## src/rtl/acfs_pkg.sv

```systemverilog
// Shared types and constants for the alarm chirp and flash sequencer.
// No dependencies; imported by every module of the block but acfs_queue.
`default_nettype none

package acfs_pkg;

    // Stream widths (payload packed from bit 0, padded to whole bytes)
    localparam int IN_W     = 40;
    localparam int OUT_W    = 128;
    localparam int COLOUR_W = 24;
    localparam int NUM_LEDS = 5;
    localparam int OUT_PAD  = OUT_W - (2 + NUM_LEDS * COLOUR_W);

    // LED slots
    localparam int LED_PUMP1 = 0;
    localparam int LED_RELAY = 1;
    localparam int LED_PUMP2 = 2;
    localparam int LED_ALARM = 3;
    localparam int LED_EXT   = 4;

    // Deadline timers
    localparam int T_ALARM    = 0;
    localparam int T_CYCLE    = 1;
    localparam int T_CHIRP    = 2;
    localparam int T_FLASH    = 3;
    localparam int T_JUST     = 4;
    localparam int NUM_TIMERS = 5;

    typedef logic [COLOUR_W-1:0] colour_t;

    // Configuration register indexes
    typedef enum logic [2:0] {
        REG_INT_BRIGHT = 3'd0,
        REG_EXT_BRIGHT = 3'd1,
        REG_CHIRP_MS   = 3'd2,
        REG_FLASH_MS   = 3'd3,
        REG_CYCLE_GAP  = 3'd4,
        REG_ALARM_GAP  = 3'd5,
        REG_CRIT_COUNT = 3'd6
    } cfg_reg_t;

    typedef struct packed {
        logic [7:0]  int_bright;
        logic [7:0]  ext_bright;
        logic [15:0] chirp_ms;
        logic [15:0] flash_ms;
        logic [15:0] cycle_gap_ms;
        logic [15:0] alarm_gap_ms;
        logic [3:0]  critical_count;
    } cfg_t;

    localparam cfg_t CFG_RESET = '{
        int_bright:     8'd128,
        ext_bright:     8'd128,
        chirp_ms:       16'd10,
        flash_ms:       16'd300,
        cycle_gap_ms:   16'd600,
        alarm_gap_ms:   16'd8000,
        critical_count: 4'd5
    };

    // Pump flags, primary pump in bit 0
    typedef struct packed {
        logic relay_on;
        logic pump2_on;
        logic pump1_on;
    } pump_flags_t;

    // Alarm flags, any-alarm in bit 0
    typedef struct packed {
        logic critical;
        logic emergency;
        logic suppressed;
        logic any;
    } alarm_flags_t;

    localparam int FLAGS_W = $bits(pump_flags_t) + $bits(alarm_flags_t);

    // Unscaled result of one tick
    typedef struct packed {
        logic                      buzzer;
        colour_t [NUM_LEDS-1:0]    raw;
        logic                      show;
    } res_t;

endpackage

`default_nettype wire

```

## src/rtl/acfs_front.sv

```systemverilog
// Front end: unpacks a tick transaction and precomputes every deadline sum.
// Depends on acfs_pkg.
`default_nettype none

module acfs_front
    import acfs_pkg::*;
#(
    parameter int TIME_BITS = 32
)
(
    input  wire logic [IN_W-1:0]                        tick_data,
    input  wire cfg_t                                   cfg,
    output logic [TIME_BITS-1:0]                        now,
    output pump_flags_t                                 pumps,
    output alarm_flags_t                                alarms,
    output logic [NUM_TIMERS-1:0][TIME_BITS-1:0]        sums
);

    logic [TIME_BITS-1:0] chirp_t;
    logic [TIME_BITS-1:0] flash_t;
    logic [TIME_BITS-1:0] cycle_t;
    logic [TIME_BITS-1:0] alarm_t;

    // Field unpack: now_ms in bits 31:0, flags above
    assign now    = TIME_BITS'(tick_data[31:0]);
    assign pumps  = '{relay_on: tick_data[34], pump2_on: tick_data[33],
                      pump1_on: tick_data[32]};
    assign alarms = '{critical: tick_data[38], emergency: tick_data[37],
                      suppressed: tick_data[36], any: tick_data[35]};

    assign chirp_t = TIME_BITS'(cfg.chirp_ms);
    assign flash_t = TIME_BITS'(cfg.flash_ms);
    assign cycle_t = TIME_BITS'(cfg.cycle_gap_ms);
    assign alarm_t = TIME_BITS'(cfg.alarm_gap_ms);

    // Deadlines modulo 2^TIME_BITS
    assign sums[T_ALARM] = now + alarm_t;
    assign sums[T_CYCLE] = now + cycle_t;
    assign sums[T_CHIRP] = now + chirp_t;
    assign sums[T_FLASH] = now + flash_t;
    assign sums[T_JUST]  = now + cycle_t - flash_t;

endmodule

`default_nettype wire

```

## src/rtl/acfs_queue.sv

```systemverilog
// Small register FIFO between front end and sequencer.
// Depends on nothing; DEPTH entries of WIDTH bits.
`default_nettype none

module acfs_queue
#(
    parameter int WIDTH = 8,
    parameter int DEPTH = 2
)
(
    input  wire logic             clk,
    input  wire logic             rst_n,
    input  wire logic             push_valid,
    output logic                  push_ready,
    input  wire logic [WIDTH-1:0] push_data,
    output logic                  pop_valid,
    input  wire logic             pop_ready,
    output logic [WIDTH-1:0]      pop_data
);

    localparam int PTR_W = (DEPTH > 1) ? $clog2(DEPTH) : 1;
    localparam logic [PTR_W-1:0] LAST_PTR = PTR_W'(DEPTH - 1);
    localparam logic [PTR_W:0]   FULL_CNT = (PTR_W + 1)'(DEPTH);
    localparam logic [PTR_W-1:0] PTR_ONE  = PTR_W'(1);
    localparam logic [PTR_W:0]   CNT_ONE  = (PTR_W + 1)'(1);

    logic [WIDTH-1:0] entry_reg [DEPTH];
    logic [PTR_W-1:0] wr_ptr_reg;
    logic [PTR_W-1:0] wr_ptr_next;
    logic [PTR_W-1:0] rd_ptr_reg;
    logic [PTR_W-1:0] rd_ptr_next;
    logic [PTR_W:0]   count_reg;
    logic [PTR_W:0]   count_next;
    logic             push;
    logic             pop;

    assign push_ready = (count_reg != FULL_CNT);
    assign pop_valid  = (count_reg != '0);
    assign pop_data   = entry_reg[rd_ptr_reg];
    assign push       = push_valid && push_ready;
    assign pop        = pop_valid && pop_ready;

    // Pointer and fill count update
    always_comb
    begin
        wr_ptr_next = wr_ptr_reg;
        rd_ptr_next = rd_ptr_reg;
        count_next  = count_reg;
        if (push)
        begin
            wr_ptr_next = (wr_ptr_reg == LAST_PTR) ? '0 : wr_ptr_reg + PTR_ONE;
        end
        if (pop)
        begin
            rd_ptr_next = (rd_ptr_reg == LAST_PTR) ? '0 : rd_ptr_reg + PTR_ONE;
        end
        if (push && !pop)
        begin
            count_next = count_reg + CNT_ONE;
        end
        else if (pop && !push)
        begin
            count_next = count_reg - CNT_ONE;
        end
    end

    always_ff @(posedge clk or negedge rst_n)
    begin
        if (!rst_n)
        begin
            wr_ptr_reg <= '0;
            rd_ptr_reg <= '0;
            count_reg  <= '0;
        end
        else
        begin
            wr_ptr_reg <= wr_ptr_next;
            rd_ptr_reg <= rd_ptr_next;
            count_reg  <= count_next;
        end
    end

    // Entry storage, no reset needed
    always_ff @(posedge clk)
    begin
        if (push)
        begin
            entry_reg[wr_ptr_reg] <= push_data;
        end
    end

endmodule

`default_nettype wire

```

## src/rtl/acfs_back.sv

```systemverilog
// Sequencer: keeps flags, timers and raw colours, and steps them per tick.
// Depends on acfs_pkg; result leaves through a one-entry output register.
`default_nettype none

module acfs_back
    import acfs_pkg::*;
#(
    parameter int TIME_BITS = 32
)
(
    input  wire logic                                   clk,
    input  wire logic                                   rst_n,
    input  wire cfg_t                                   cfg,
    input  wire logic                                   in_valid,
    output logic                                        in_ready,
    input  wire logic [TIME_BITS-1:0]                   now,
    input  wire pump_flags_t                            pumps,
    input  wire alarm_flags_t                           alarms,
    input  wire logic [NUM_TIMERS-1:0][TIME_BITS-1:0]   sums,
    output logic                                        res_valid,
    input  wire logic                                   res_ready,
    output res_t                                        res
);

    localparam colour_t C_BLACK   = 24'h000000;
    localparam colour_t C_RED     = 24'hff0000;
    localparam colour_t C_GREEN   = 24'h00ff00;
    localparam colour_t C_BLUE    = 24'h0000ff;
    localparam colour_t C_MAGENTA = 24'hff00ff;

    pump_flags_t                          pump_reg,      pump_next;
    alarm_flags_t                         alarm_reg,     alarm_next;
    colour_t                              ext_reg,       ext_next;
    colour_t                              prev_ext_reg,  prev_ext_next;
    logic                                 sounding_reg,  sounding_next;
    logic                                 emerg_reg,     emerg_next;
    logic [3:0]                           burst_len_reg, burst_len_next;
    logic [3:0]                           burst_idx_reg, burst_idx_next;
    logic [NUM_TIMERS-1:0][TIME_BITS-1:0] dl_reg,        dl_next;
    colour_t [NUM_LEDS-1:0]               raw_reg,       raw_next;
    logic                                 buzz_reg,      buzz_next;
    res_t                                 res_reg,       res_next;
    logic                                 res_valid_reg, res_valid_next;
    logic                                 show;
    logic                                 chirps;
    logic [4:0]                           burst_inc;
    logic                                 pop;

    assign in_ready  = !res_valid_reg || res_ready;
    assign pop       = in_valid && in_ready;
    assign res_valid = res_valid_reg;
    assign res       = res_reg;

    // One tick: flag changes first, then timers in fixed order
    always_comb
    begin
        pump_next      = pump_reg;
        alarm_next     = alarm_reg;
        ext_next       = ext_reg;
        prev_ext_next  = prev_ext_reg;
        sounding_next  = sounding_reg;
        emerg_next     = emerg_reg;
        burst_len_next = burst_len_reg;
        burst_idx_next = burst_idx_reg;
        dl_next        = dl_reg;
        raw_next       = raw_reg;
        buzz_next      = buzz_reg;
        show           = 1'b0;
        chirps         = 1'b0;
        burst_inc      = '0;

        // Pump or relay change
        if (pumps != pump_reg)
        begin
            pump_next           = pumps;
            raw_next[LED_PUMP1] = pumps.pump1_on ? C_BLUE : C_BLACK;
            raw_next[LED_PUMP2] = pumps.pump2_on ? C_RED : C_BLACK;
            raw_next[LED_RELAY] = pumps.relay_on ? C_GREEN : C_BLACK;
            ext_next = pumps.pump2_on ? C_RED :
                       pumps.relay_on ? C_GREEN :
                       pumps.pump1_on ? C_BLUE : C_BLACK;
            show = 1'b1;
        end

        // External LED follows a new base colour
        if (prev_ext_reg != ext_next)
        begin
            prev_ext_next     = ext_next;
            raw_next[LED_EXT] = ext_next;
            show              = 1'b1;
        end

        // Alarm flag change restarts all timers
        if (alarms != alarm_reg)
        begin
            alarm_next     = alarms;
            sounding_next  = alarms.any && !alarms.suppressed;
            emerg_next     = alarms.emergency;
            burst_len_next = alarms.emergency ? 4'd0 :
                             alarms.critical  ? cfg.critical_count : 4'd1;
            burst_idx_next = '0;
            buzz_next      = sounding_next;
            raw_next[LED_ALARM] = (alarms != '0) ? C_MAGENTA : C_BLACK;
            raw_next[LED_EXT]   = sounding_next ? C_MAGENTA : ext_next;
            chirps          = sounding_next && !emerg_next;
            dl_next[T_JUST]  = '0;
            dl_next[T_ALARM] = chirps ? sums[T_ALARM] : '0;
            dl_next[T_CYCLE] = chirps ? sums[T_CYCLE] : '0;
            dl_next[T_CHIRP] = chirps ? sums[T_CHIRP] : '0;
            dl_next[T_FLASH] = sounding_next ? sums[T_FLASH] : '0;
            show = 1'b1;
        end

        // Chirp off
        if ((dl_next[T_CHIRP] != '0) && (now > dl_next[T_CHIRP]))
        begin
            buzz_next        = 1'b0;
            dl_next[T_CHIRP] = '0;
        end

        // Flash off; emergency schedules the next flash
        if ((dl_next[T_FLASH] != '0) && (now > dl_next[T_FLASH]))
        begin
            raw_next[LED_EXT] = ext_next;
            dl_next[T_FLASH]  = '0;
            if (emerg_next)
            begin
                dl_next[T_JUST] = sums[T_JUST];
            end
            show = 1'b1;
        end

        // Flash restart
        if ((dl_next[T_JUST] != '0) && (now > dl_next[T_JUST]))
        begin
            dl_next[T_JUST]   = '0;
            raw_next[LED_EXT] = C_MAGENTA;
            dl_next[T_FLASH]  = sums[T_FLASH];
            show = 1'b1;
        end

        // Next chirp within a burst
        if ((dl_next[T_CYCLE] != '0) && (now > dl_next[T_CYCLE]))
        begin
            burst_inc = {1'b0, burst_idx_next} + 5'd1;
            if (emerg_next || (burst_inc >= {1'b0, burst_len_next}))
            begin
                burst_idx_next   = '0;
                dl_next[T_CYCLE] = '0;
            end
            else
            begin
                burst_idx_next    = burst_inc[3:0];
                buzz_next         = 1'b1;
                raw_next[LED_EXT] = C_MAGENTA;
                dl_next[T_CYCLE]  = sums[T_CYCLE];
                dl_next[T_CHIRP]  = sums[T_CHIRP];
                dl_next[T_FLASH]  = sums[T_FLASH];
                show = 1'b1;
            end
        end

        // Alarm repeat starts a new burst
        if ((dl_next[T_ALARM] != '0) && (now > dl_next[T_ALARM]))
        begin
            buzz_next         = 1'b1;
            raw_next[LED_EXT] = C_MAGENTA;
            dl_next[T_ALARM]  = sums[T_ALARM];
            burst_idx_next    = '0;
            dl_next[T_CYCLE]  = sums[T_CYCLE];
            dl_next[T_CHIRP]  = sums[T_CHIRP];
            dl_next[T_FLASH]  = sums[T_FLASH];
            show = 1'b1;
        end

        res_next.buzzer = buzz_next;
        res_next.raw    = raw_next;
        res_next.show   = show;
    end

    // Output register occupancy
    always_comb
    begin
        res_valid_next = res_valid_reg;
        if (pop)
        begin
            res_valid_next = 1'b1;
        end
        else if (res_ready)
        begin
            res_valid_next = 1'b0;
        end
    end

    // Sequencer state, updated once per consumed transaction
    always_ff @(posedge clk or negedge rst_n)
    begin
        if (!rst_n)
        begin
            pump_reg      <= '0;
            alarm_reg     <= '0;
            ext_reg       <= C_BLACK;
            prev_ext_reg  <= C_BLACK;
            sounding_reg  <= 1'b0;
            emerg_reg     <= 1'b0;
            burst_len_reg <= '0;
            burst_idx_reg <= '0;
            dl_reg        <= '0;
            raw_reg       <= '0;
            buzz_reg      <= 1'b0;
            res_valid_reg <= 1'b0;
        end
        else
        begin
            res_valid_reg <= res_valid_next;
            if (pop)
            begin
                pump_reg      <= pump_next;
                alarm_reg     <= alarm_next;
                ext_reg       <= ext_next;
                prev_ext_reg  <= prev_ext_next;
                sounding_reg  <= sounding_next;
                emerg_reg     <= emerg_next;
                burst_len_reg <= burst_len_next;
                burst_idx_reg <= burst_idx_next;
                dl_reg        <= dl_next;
                raw_reg       <= raw_next;
                buzz_reg      <= buzz_next;
            end
        end
    end

    // Result payload
    always_ff @(posedge clk)
    begin
        if (pop)
        begin
            res_reg <= res_next;
        end
    end

endmodule

`default_nettype wire

```

## src/rtl/acfs_scale.sv

```systemverilog
// Output stage: scales raw colours by brightness and holds the result beat.
// Depends on acfs_pkg.
`default_nettype none

module acfs_scale
    import acfs_pkg::*;
(
    input  wire logic              clk,
    input  wire logic              rst_n,
    input  wire cfg_t              cfg,
    input  wire logic              in_valid,
    output logic                   in_ready,
    input  wire res_t              res,
    output logic                   out_valid,
    input  wire logic              out_ready,
    output logic [OUT_W-1:0]       out_data
);

    // Each byte becomes (b * bright + 255) / 256
    function automatic colour_t scale_colour(colour_t c, logic [7:0] bright);
        logic [16:0] prod;
        colour_t     r;
        r = '0;
        for (int j = 0; j < 3; j++)
        begin
            prod = {9'd0, c[8*j +: 8]} * {9'd0, bright} + 17'd255;
            r[8*j +: 8] = prod[15:8];
        end
        return r;
    endfunction

    colour_t [NUM_LEDS-1:0] scaled;
    logic [OUT_W-1:0]       data_reg;
    logic [OUT_W-1:0]       data_next;
    logic                   valid_reg;
    logic                   valid_next;
    logic                   load;

    assign in_ready  = !valid_reg || out_ready;
    assign load      = in_valid && in_ready;
    assign out_valid = valid_reg;
    assign out_data  = data_reg;

    // Brightness scaling, internal LEDs share one setting
    always_comb
    begin
        for (int i = 0; i < NUM_LEDS; i++)
        begin
            scaled[i] = scale_colour(res.raw[i],
                                     (i == LED_EXT) ? cfg.ext_bright : cfg.int_bright);
        end
        data_next = {{OUT_PAD{1'b0}}, res.show, scaled, res.buzzer};
    end

    always_comb
    begin
        valid_next = valid_reg;
        if (load)
        begin
            valid_next = 1'b1;
        end
        else if (out_ready)
        begin
            valid_next = 1'b0;
        end
    end

    always_ff @(posedge clk or negedge rst_n)
    begin
        if (!rst_n)
        begin
            valid_reg <= 1'b0;
        end
        else
        begin
            valid_reg <= valid_next;
        end
    end

    always_ff @(posedge clk)
    begin
        if (load)
        begin
            data_reg <= data_next;
        end
    end

endmodule

`default_nettype wire

```

## src/rtl/alarm_chirp_flash_sequencer_unit.sv

```systemverilog
// Alarm chirp and flash sequencer, top level: config registers and pipeline.
// Depends on acfs_pkg, acfs_front, acfs_queue, acfs_back and acfs_scale.
//
// Takes one tick transaction per clock and returns exactly one result
// transaction per tick, in order. Throughput is one tick per cycle when the
// output side keeps up; a result is offered on m_tvalid once its tick has
// passed the queue entry, the sequencer result register and the scaling
// output register, later while the output side stalls.
// The sequencer state step (flag compares and five deadline compares in
// priority order) is one combinational path, which sets the clock limit.
// Configuration writes take effect on the next edge and belong between
// bursts of traffic, when the pipeline is empty.
`default_nettype none

module alarm_chirp_flash_sequencer_unit
    import acfs_pkg::*;
#(
    parameter int TIME_BITS = 32
)
(
    input  wire logic              clk,
    input  wire logic              rst_n,
    // configuration write port
    input  wire logic              cfg_we,
    input  wire logic [2:0]        cfg_index,
    input  wire logic [15:0]       cfg_wdata,
    // tick input
    input  wire logic              s_tvalid,
    output logic                   s_tready,
    // bits: now_ms[31:0], pump1_on, pump2_on, relay_on, alarm_any,
    //       alarm_suppressed, alarm_emergency, alarm_critical, zero pad
    input  wire logic [IN_W-1:0]   s_tdata,
    // result output
    output logic                   m_tvalid,
    input  wire logic              m_tready,
    // bits: buzzer, led_pump1[24], led_relay[24], led_pump2[24],
    //       led_alarm[24], led_external[24], refresh, zero pad
    output logic [OUT_W-1:0]       m_tdata
);

    localparam int Q_W = FLAGS_W + (1 + NUM_TIMERS) * TIME_BITS;

    cfg_t                                 cfg_reg;
    cfg_t                                 cfg_next;
    logic [TIME_BITS-1:0]                 f_now;
    pump_flags_t                          f_pumps;
    alarm_flags_t                         f_alarms;
    logic [NUM_TIMERS-1:0][TIME_BITS-1:0] f_sums;
    logic [Q_W-1:0]                       q_in;
    logic [Q_W-1:0]                       q_out;
    logic                                 q_valid;
    logic                                 q_ready;
    logic [TIME_BITS-1:0]                 b_now;
    pump_flags_t                          b_pumps;
    alarm_flags_t                         b_alarms;
    logic [NUM_TIMERS-1:0][TIME_BITS-1:0] b_sums;
    logic                                 r_valid;
    logic                                 r_ready;
    res_t                                 r_data;

    // Configuration register file
    always_comb
    begin
        cfg_next = cfg_reg;
        if (cfg_we)
        begin
            case (cfg_reg_t'(cfg_index))
                REG_INT_BRIGHT: cfg_next.int_bright     = cfg_wdata[7:0];
                REG_EXT_BRIGHT: cfg_next.ext_bright     = cfg_wdata[7:0];
                REG_CHIRP_MS:   cfg_next.chirp_ms       = cfg_wdata;
                REG_FLASH_MS:   cfg_next.flash_ms       = cfg_wdata;
                REG_CYCLE_GAP:  cfg_next.cycle_gap_ms   = cfg_wdata;
                REG_ALARM_GAP:  cfg_next.alarm_gap_ms   = cfg_wdata;
                REG_CRIT_COUNT: cfg_next.critical_count = cfg_wdata[3:0];
                default:        cfg_next = cfg_reg;
            endcase
        end
    end

    always_ff @(posedge clk or negedge rst_n)
    begin
        if (!rst_n)
        begin
            cfg_reg <= CFG_RESET;
        end
        else
        begin
            cfg_reg <= cfg_next;
        end
    end

    // Front end: unpack and deadline sums
    acfs_front #(
        .TIME_BITS (TIME_BITS)
    ) u_front (
        .tick_data (s_tdata),
        .cfg       (cfg_reg),
        .now       (f_now),
        .pumps     (f_pumps),
        .alarms    (f_alarms),
        .sums      (f_sums)
    );

    assign q_in = {f_pumps, f_alarms, f_now, f_sums};

    // Decoupling queue
    acfs_queue #(
        .WIDTH (Q_W),
        .DEPTH (2)
    ) u_queue (
        .clk        (clk),
        .rst_n      (rst_n),
        .push_valid (s_tvalid),
        .push_ready (s_tready),
        .push_data  (q_in),
        .pop_valid  (q_valid),
        .pop_ready  (q_ready),
        .pop_data   (q_out)
    );

    assign {b_pumps, b_alarms, b_now, b_sums} = q_out;

    // Sequencer
    acfs_back #(
        .TIME_BITS (TIME_BITS)
    ) u_back (
        .clk       (clk),
        .rst_n     (rst_n),
        .cfg       (cfg_reg),
        .in_valid  (q_valid),
        .in_ready  (q_ready),
        .now       (b_now),
        .pumps     (b_pumps),
        .alarms    (b_alarms),
        .sums      (b_sums),
        .res_valid (r_valid),
        .res_ready (r_ready),
        .res       (r_data)
    );

    // Brightness scaling and output register
    acfs_scale u_scale (
        .clk       (clk),
        .rst_n     (rst_n),
        .cfg       (cfg_reg),
        .in_valid  (r_valid),
        .in_ready  (r_ready),
        .res       (r_data),
        .out_valid (m_tvalid),
        .out_ready (m_tready),
        .out_data  (m_tdata)
    );

endmodule

`default_nettype wire

```

## config.mk

```make
export PLATFORM = sky130hd
export DESIGN_NAME = alarm_chirp_flash_sequencer_unit
export DESIGN_NICKNAME = d
export VERILOG_FILES = /design/src/rtl/acfs_pkg.sv /design/src/rtl/acfs_front.sv /design/src/rtl/acfs_queue.sv /design/src/rtl/acfs_back.sv /design/src/rtl/acfs_scale.sv /design/src/rtl/alarm_chirp_flash_sequencer_unit.sv
export SDC_FILE = /design/constraint.sdc
export NUM_CORES = 2
export LEC_CHECK = 0
export BUFFER_PORTS_ARGS = -buffer_cell sky130_fd_sc_hd__buf_2
export CORE_MARGIN = 10
export CORE_UTILIZATION = 58
export CTS_CLUSTER_SIZE = 20
export DETAILED_ROUTE_END_ITERATION = 12
export HOLD_SLACK_MARGIN = 0.03
export PLACE_DENSITY = 0.85
export SKIP_CTS_REPAIR_TIMING = 1
export SLEW_MARGIN = 20
export SYNTH_ARGS = -nofsm -noshare
export SYNTH_HDL_FRONTEND = slang
export SYNTH_SLANG_ARGS = --single-unit
```

## constraint.sdc

```tcl
create_clock -name clk -period 9 [get_ports clk]
set_clock_uncertainty 0.15 [all_clocks]
set_input_delay 0.45 -clock clk [delete_from_list [all_inputs] [get_ports clk]]
set_output_delay 0.45 -clock clk [all_outputs]
set_load 0.005 [all_outputs]
```

==> metrics.txt <==
Avg WL per Cell=around 22 µm; clock-pin slew on the worst setup and hold paths=0.06 ns; DR vias=59785; most common cell in the netlist=nand2_1; WP depth=26; CTS buffer count=between 100 and 150; Worst Hold Class=in -> reg; fmax=122 MHz; number of synthesized flops with an enable pin=~640; Multi-input gate area=46700 µm²; DRT iter0 DRCs=between 6000 and 7000; CP most frequent cell=buf_4; Synth Cell Area=80900 µm²; largest net degree at the start of global routing=~150; H-tree depth=3; number of routed nets with antenna violations=0; Arr. time, crit path=8.68 ns; crit path max fanout=52; outcome=finished, final reports clean; CTS max path bufs=3; fillers=10325; core box area=139000 µm²; Slowest cell on crit path=buf_4; crit path capture type=flop; Mapped Avg Cell Area=10.5 µm²; worst reg2reg endpoint=u_back.raw_reg[96]; Reg2Reg Depth=26; non-filler instance count after layout=9729; sequential-to-total area share from yosys stat=0.373; register-to-register setup slack=0.78 ns; Critical Path Max Stage Delay=0.67 ns; Skew-Pair Late Insertion Delay=0.82 ns; starting density of the core=0.582; final worst-path cycle share=0.913; GRT Total Usage=0.266; Setup Total Neg Slack=0 ns; vias in the first global route=between 60000 and 70000; final instance area=between 80000 and 90000 µm²; Crit path required time=9.46 ns; Routed Wire Length=about 210000 µm; Most used DFF post-synth=edfxtp_1; drt drc=0; Startpoint Class=flop; Ys Warns=0; Post-Synthesis Cells=7694; Distinct cells, synth=86; Post-Place Cell Area=83500 µm²; Async SR Flop Fraction=0.404; Reg area=30200 µm²; Area contributors post-synth=edfxtp_1 24%, fa_1 15%, dfrtp_1 13%; GP Congestion=0.957; worst-margin pin slew=1.17 ns; global-route wire length before repair=around 330000 µm; row cnt=roughly 140; Largest register FFs=between 300 and 400; critical path class=reg -> reg; Final Hold Viols=0; Yosys reg bits=between 1000 and 1500; I/O Pins=slightly below 200; DP Wirelength=153000 µm; die extent in y=about 390 µm; Total Die Area=155000 µm²; Final Max Tran Viols=0; relative slew slack=0.212; Post-synth top cells=1022 x nand2_1, 727 x inv_1, 725 x ha_1, 642 x edfxtp_1, 620 x fa_1; Critical Path Source=u_queue.rd_ptr_reg; CTS tree=done; cell family with most CP delay=simple AND/OR/NAND/NOR gates; Port Buf Inserts=about 190; R2R Path Start=u_queue.rd_ptr_reg; worst path bufs/invs=4; Area Growth Syn to Fin=8.73%; clk sinks=1077; cell accounting for the most synthesized area=edfxtp_1; CTS root buf=clkbuf_16; gr ovfl total=0; NumNets Final=9155; Yosys top cell area share=0.238; fin crit period=roughly 8.2 ns; first drt pass iteration count=6; Vias/cell=between 6 and 7; Critical Path Sink=u_back.raw_reg[96]; initial antenna violation count=9; endpoints failing setup=0; ratio of cells with drive above 1 in the final layout=0.0884; Die Wd=roughly 390 µm; Max-Cap Viols=0; placed cell count=around 9500; RSZ-0062 raised after global routing=false
[per-stage QoR]
stage | util | hold WS (ns) | setup slack (ns)
after global routing | 0.633 | 0.0189 | 0.319
after floorplan | - | 0.00441 | 1.43
final | 0.633 | 0.0425 | 0.781
after detailed placement | 0.600 | 0.275 | 0.974
after CTS | 0.629 | -0.441 | 0.805
after global placement | 0.600 | 0.276 | 1.03
[cell families after synthesis]
logic type | share of synthesized area
XOR/XNOR | 0.0275
AND/OR/NAND/NOR | 0.139
multiplexers | 0.0455
AO/OA/AOI/OAI | 0.0972
other | 0.0000463
buffers and inverters | 0.0523
adder cells (fa/ha/maj) | 0.265
flip-flops | 0.373
[worst reg2reg max path, stage by stage, from the launching register on]
cell and delay [ns]:
dfrtp_4 0.53, buf_4 0.67, and3b_1 0.37, nor2_2 0.06
buf_4 0.27, o31a_1 0.39, ha_1 0.33, nand4_1 0.25
nor2_1 0.12, nand3_1 0.11, a21boi_0 0.37, o2bb2ai_4 0.18
nand3_2 0.55, buf_4 0.44, nor2_1 0.13, a31oi_1 0.07
ha_1 0.35, nand4_1 0.07, nor4_1 0.47, nand2_1 0.15
nor2_1 0.23, a32oi_1 0.10, mux2_2 0.36, a311oi_4 0.61
nand3_1 0.20, buf_4 0.29, o22a_1 0.23
[worst min path at each step]
stage	start	endpoint	slack, ns	depth (start not counted)
after global routing	cfg_wdata[7]	cfg_reg[83]	0.02	2
after floorplan	rst_n	cfg_reg[11]	0.004	0
final	cfg_wdata[6]	cfg_reg[10]	0.04	2
after global placement	u_back.res[121]	u_scale.out_data[0]	0.28	0
after CTS	rst_n	cfg_reg[45]	-0.44	1
after detailed placement	u_back.res[121]	u_scale.out_data[0]	0.27	0
[cell type report]
class                           count  share of cell area
Inverter                          733              0.0314
Sequential cell                  1077               0.343
Multi-Input combinational cell   5515               0.530
Antenna cell                        4            0.000114
Tap cell                         1876              0.0267
Timing Repair Buffer              304              0.0231
Clock buffer                      151              0.0366
Clock inverter                     69             0.00838
[per-layer routing]
layer	part of all wire	wire length (µm)	track usage
met2	0.47	100000	0.438
met1	0.38	80100	0.337
met3	0.096	20300	0.0562
met4	0.050	10700	0.123
met5	0.00013	27	0
[cell usage in the layout (no fill, tap or decap), types with 169 or more instances in the layout]
master,count
ha_1,725
edfxtp_1,642
fa_1,620
mux2i_1,169
nor3_1,211
o21ai_0,209
inv_1,727
buf_2,185
dfrtp_1,407
and2_1,408
a21oi_1,310
nor2_1,314
nand2_1,1021
mux2_2,169
Power is left out: the tool's default activity adds up to more than one toggle a clock period on the data nets, which glitch-free logic cannot reach.
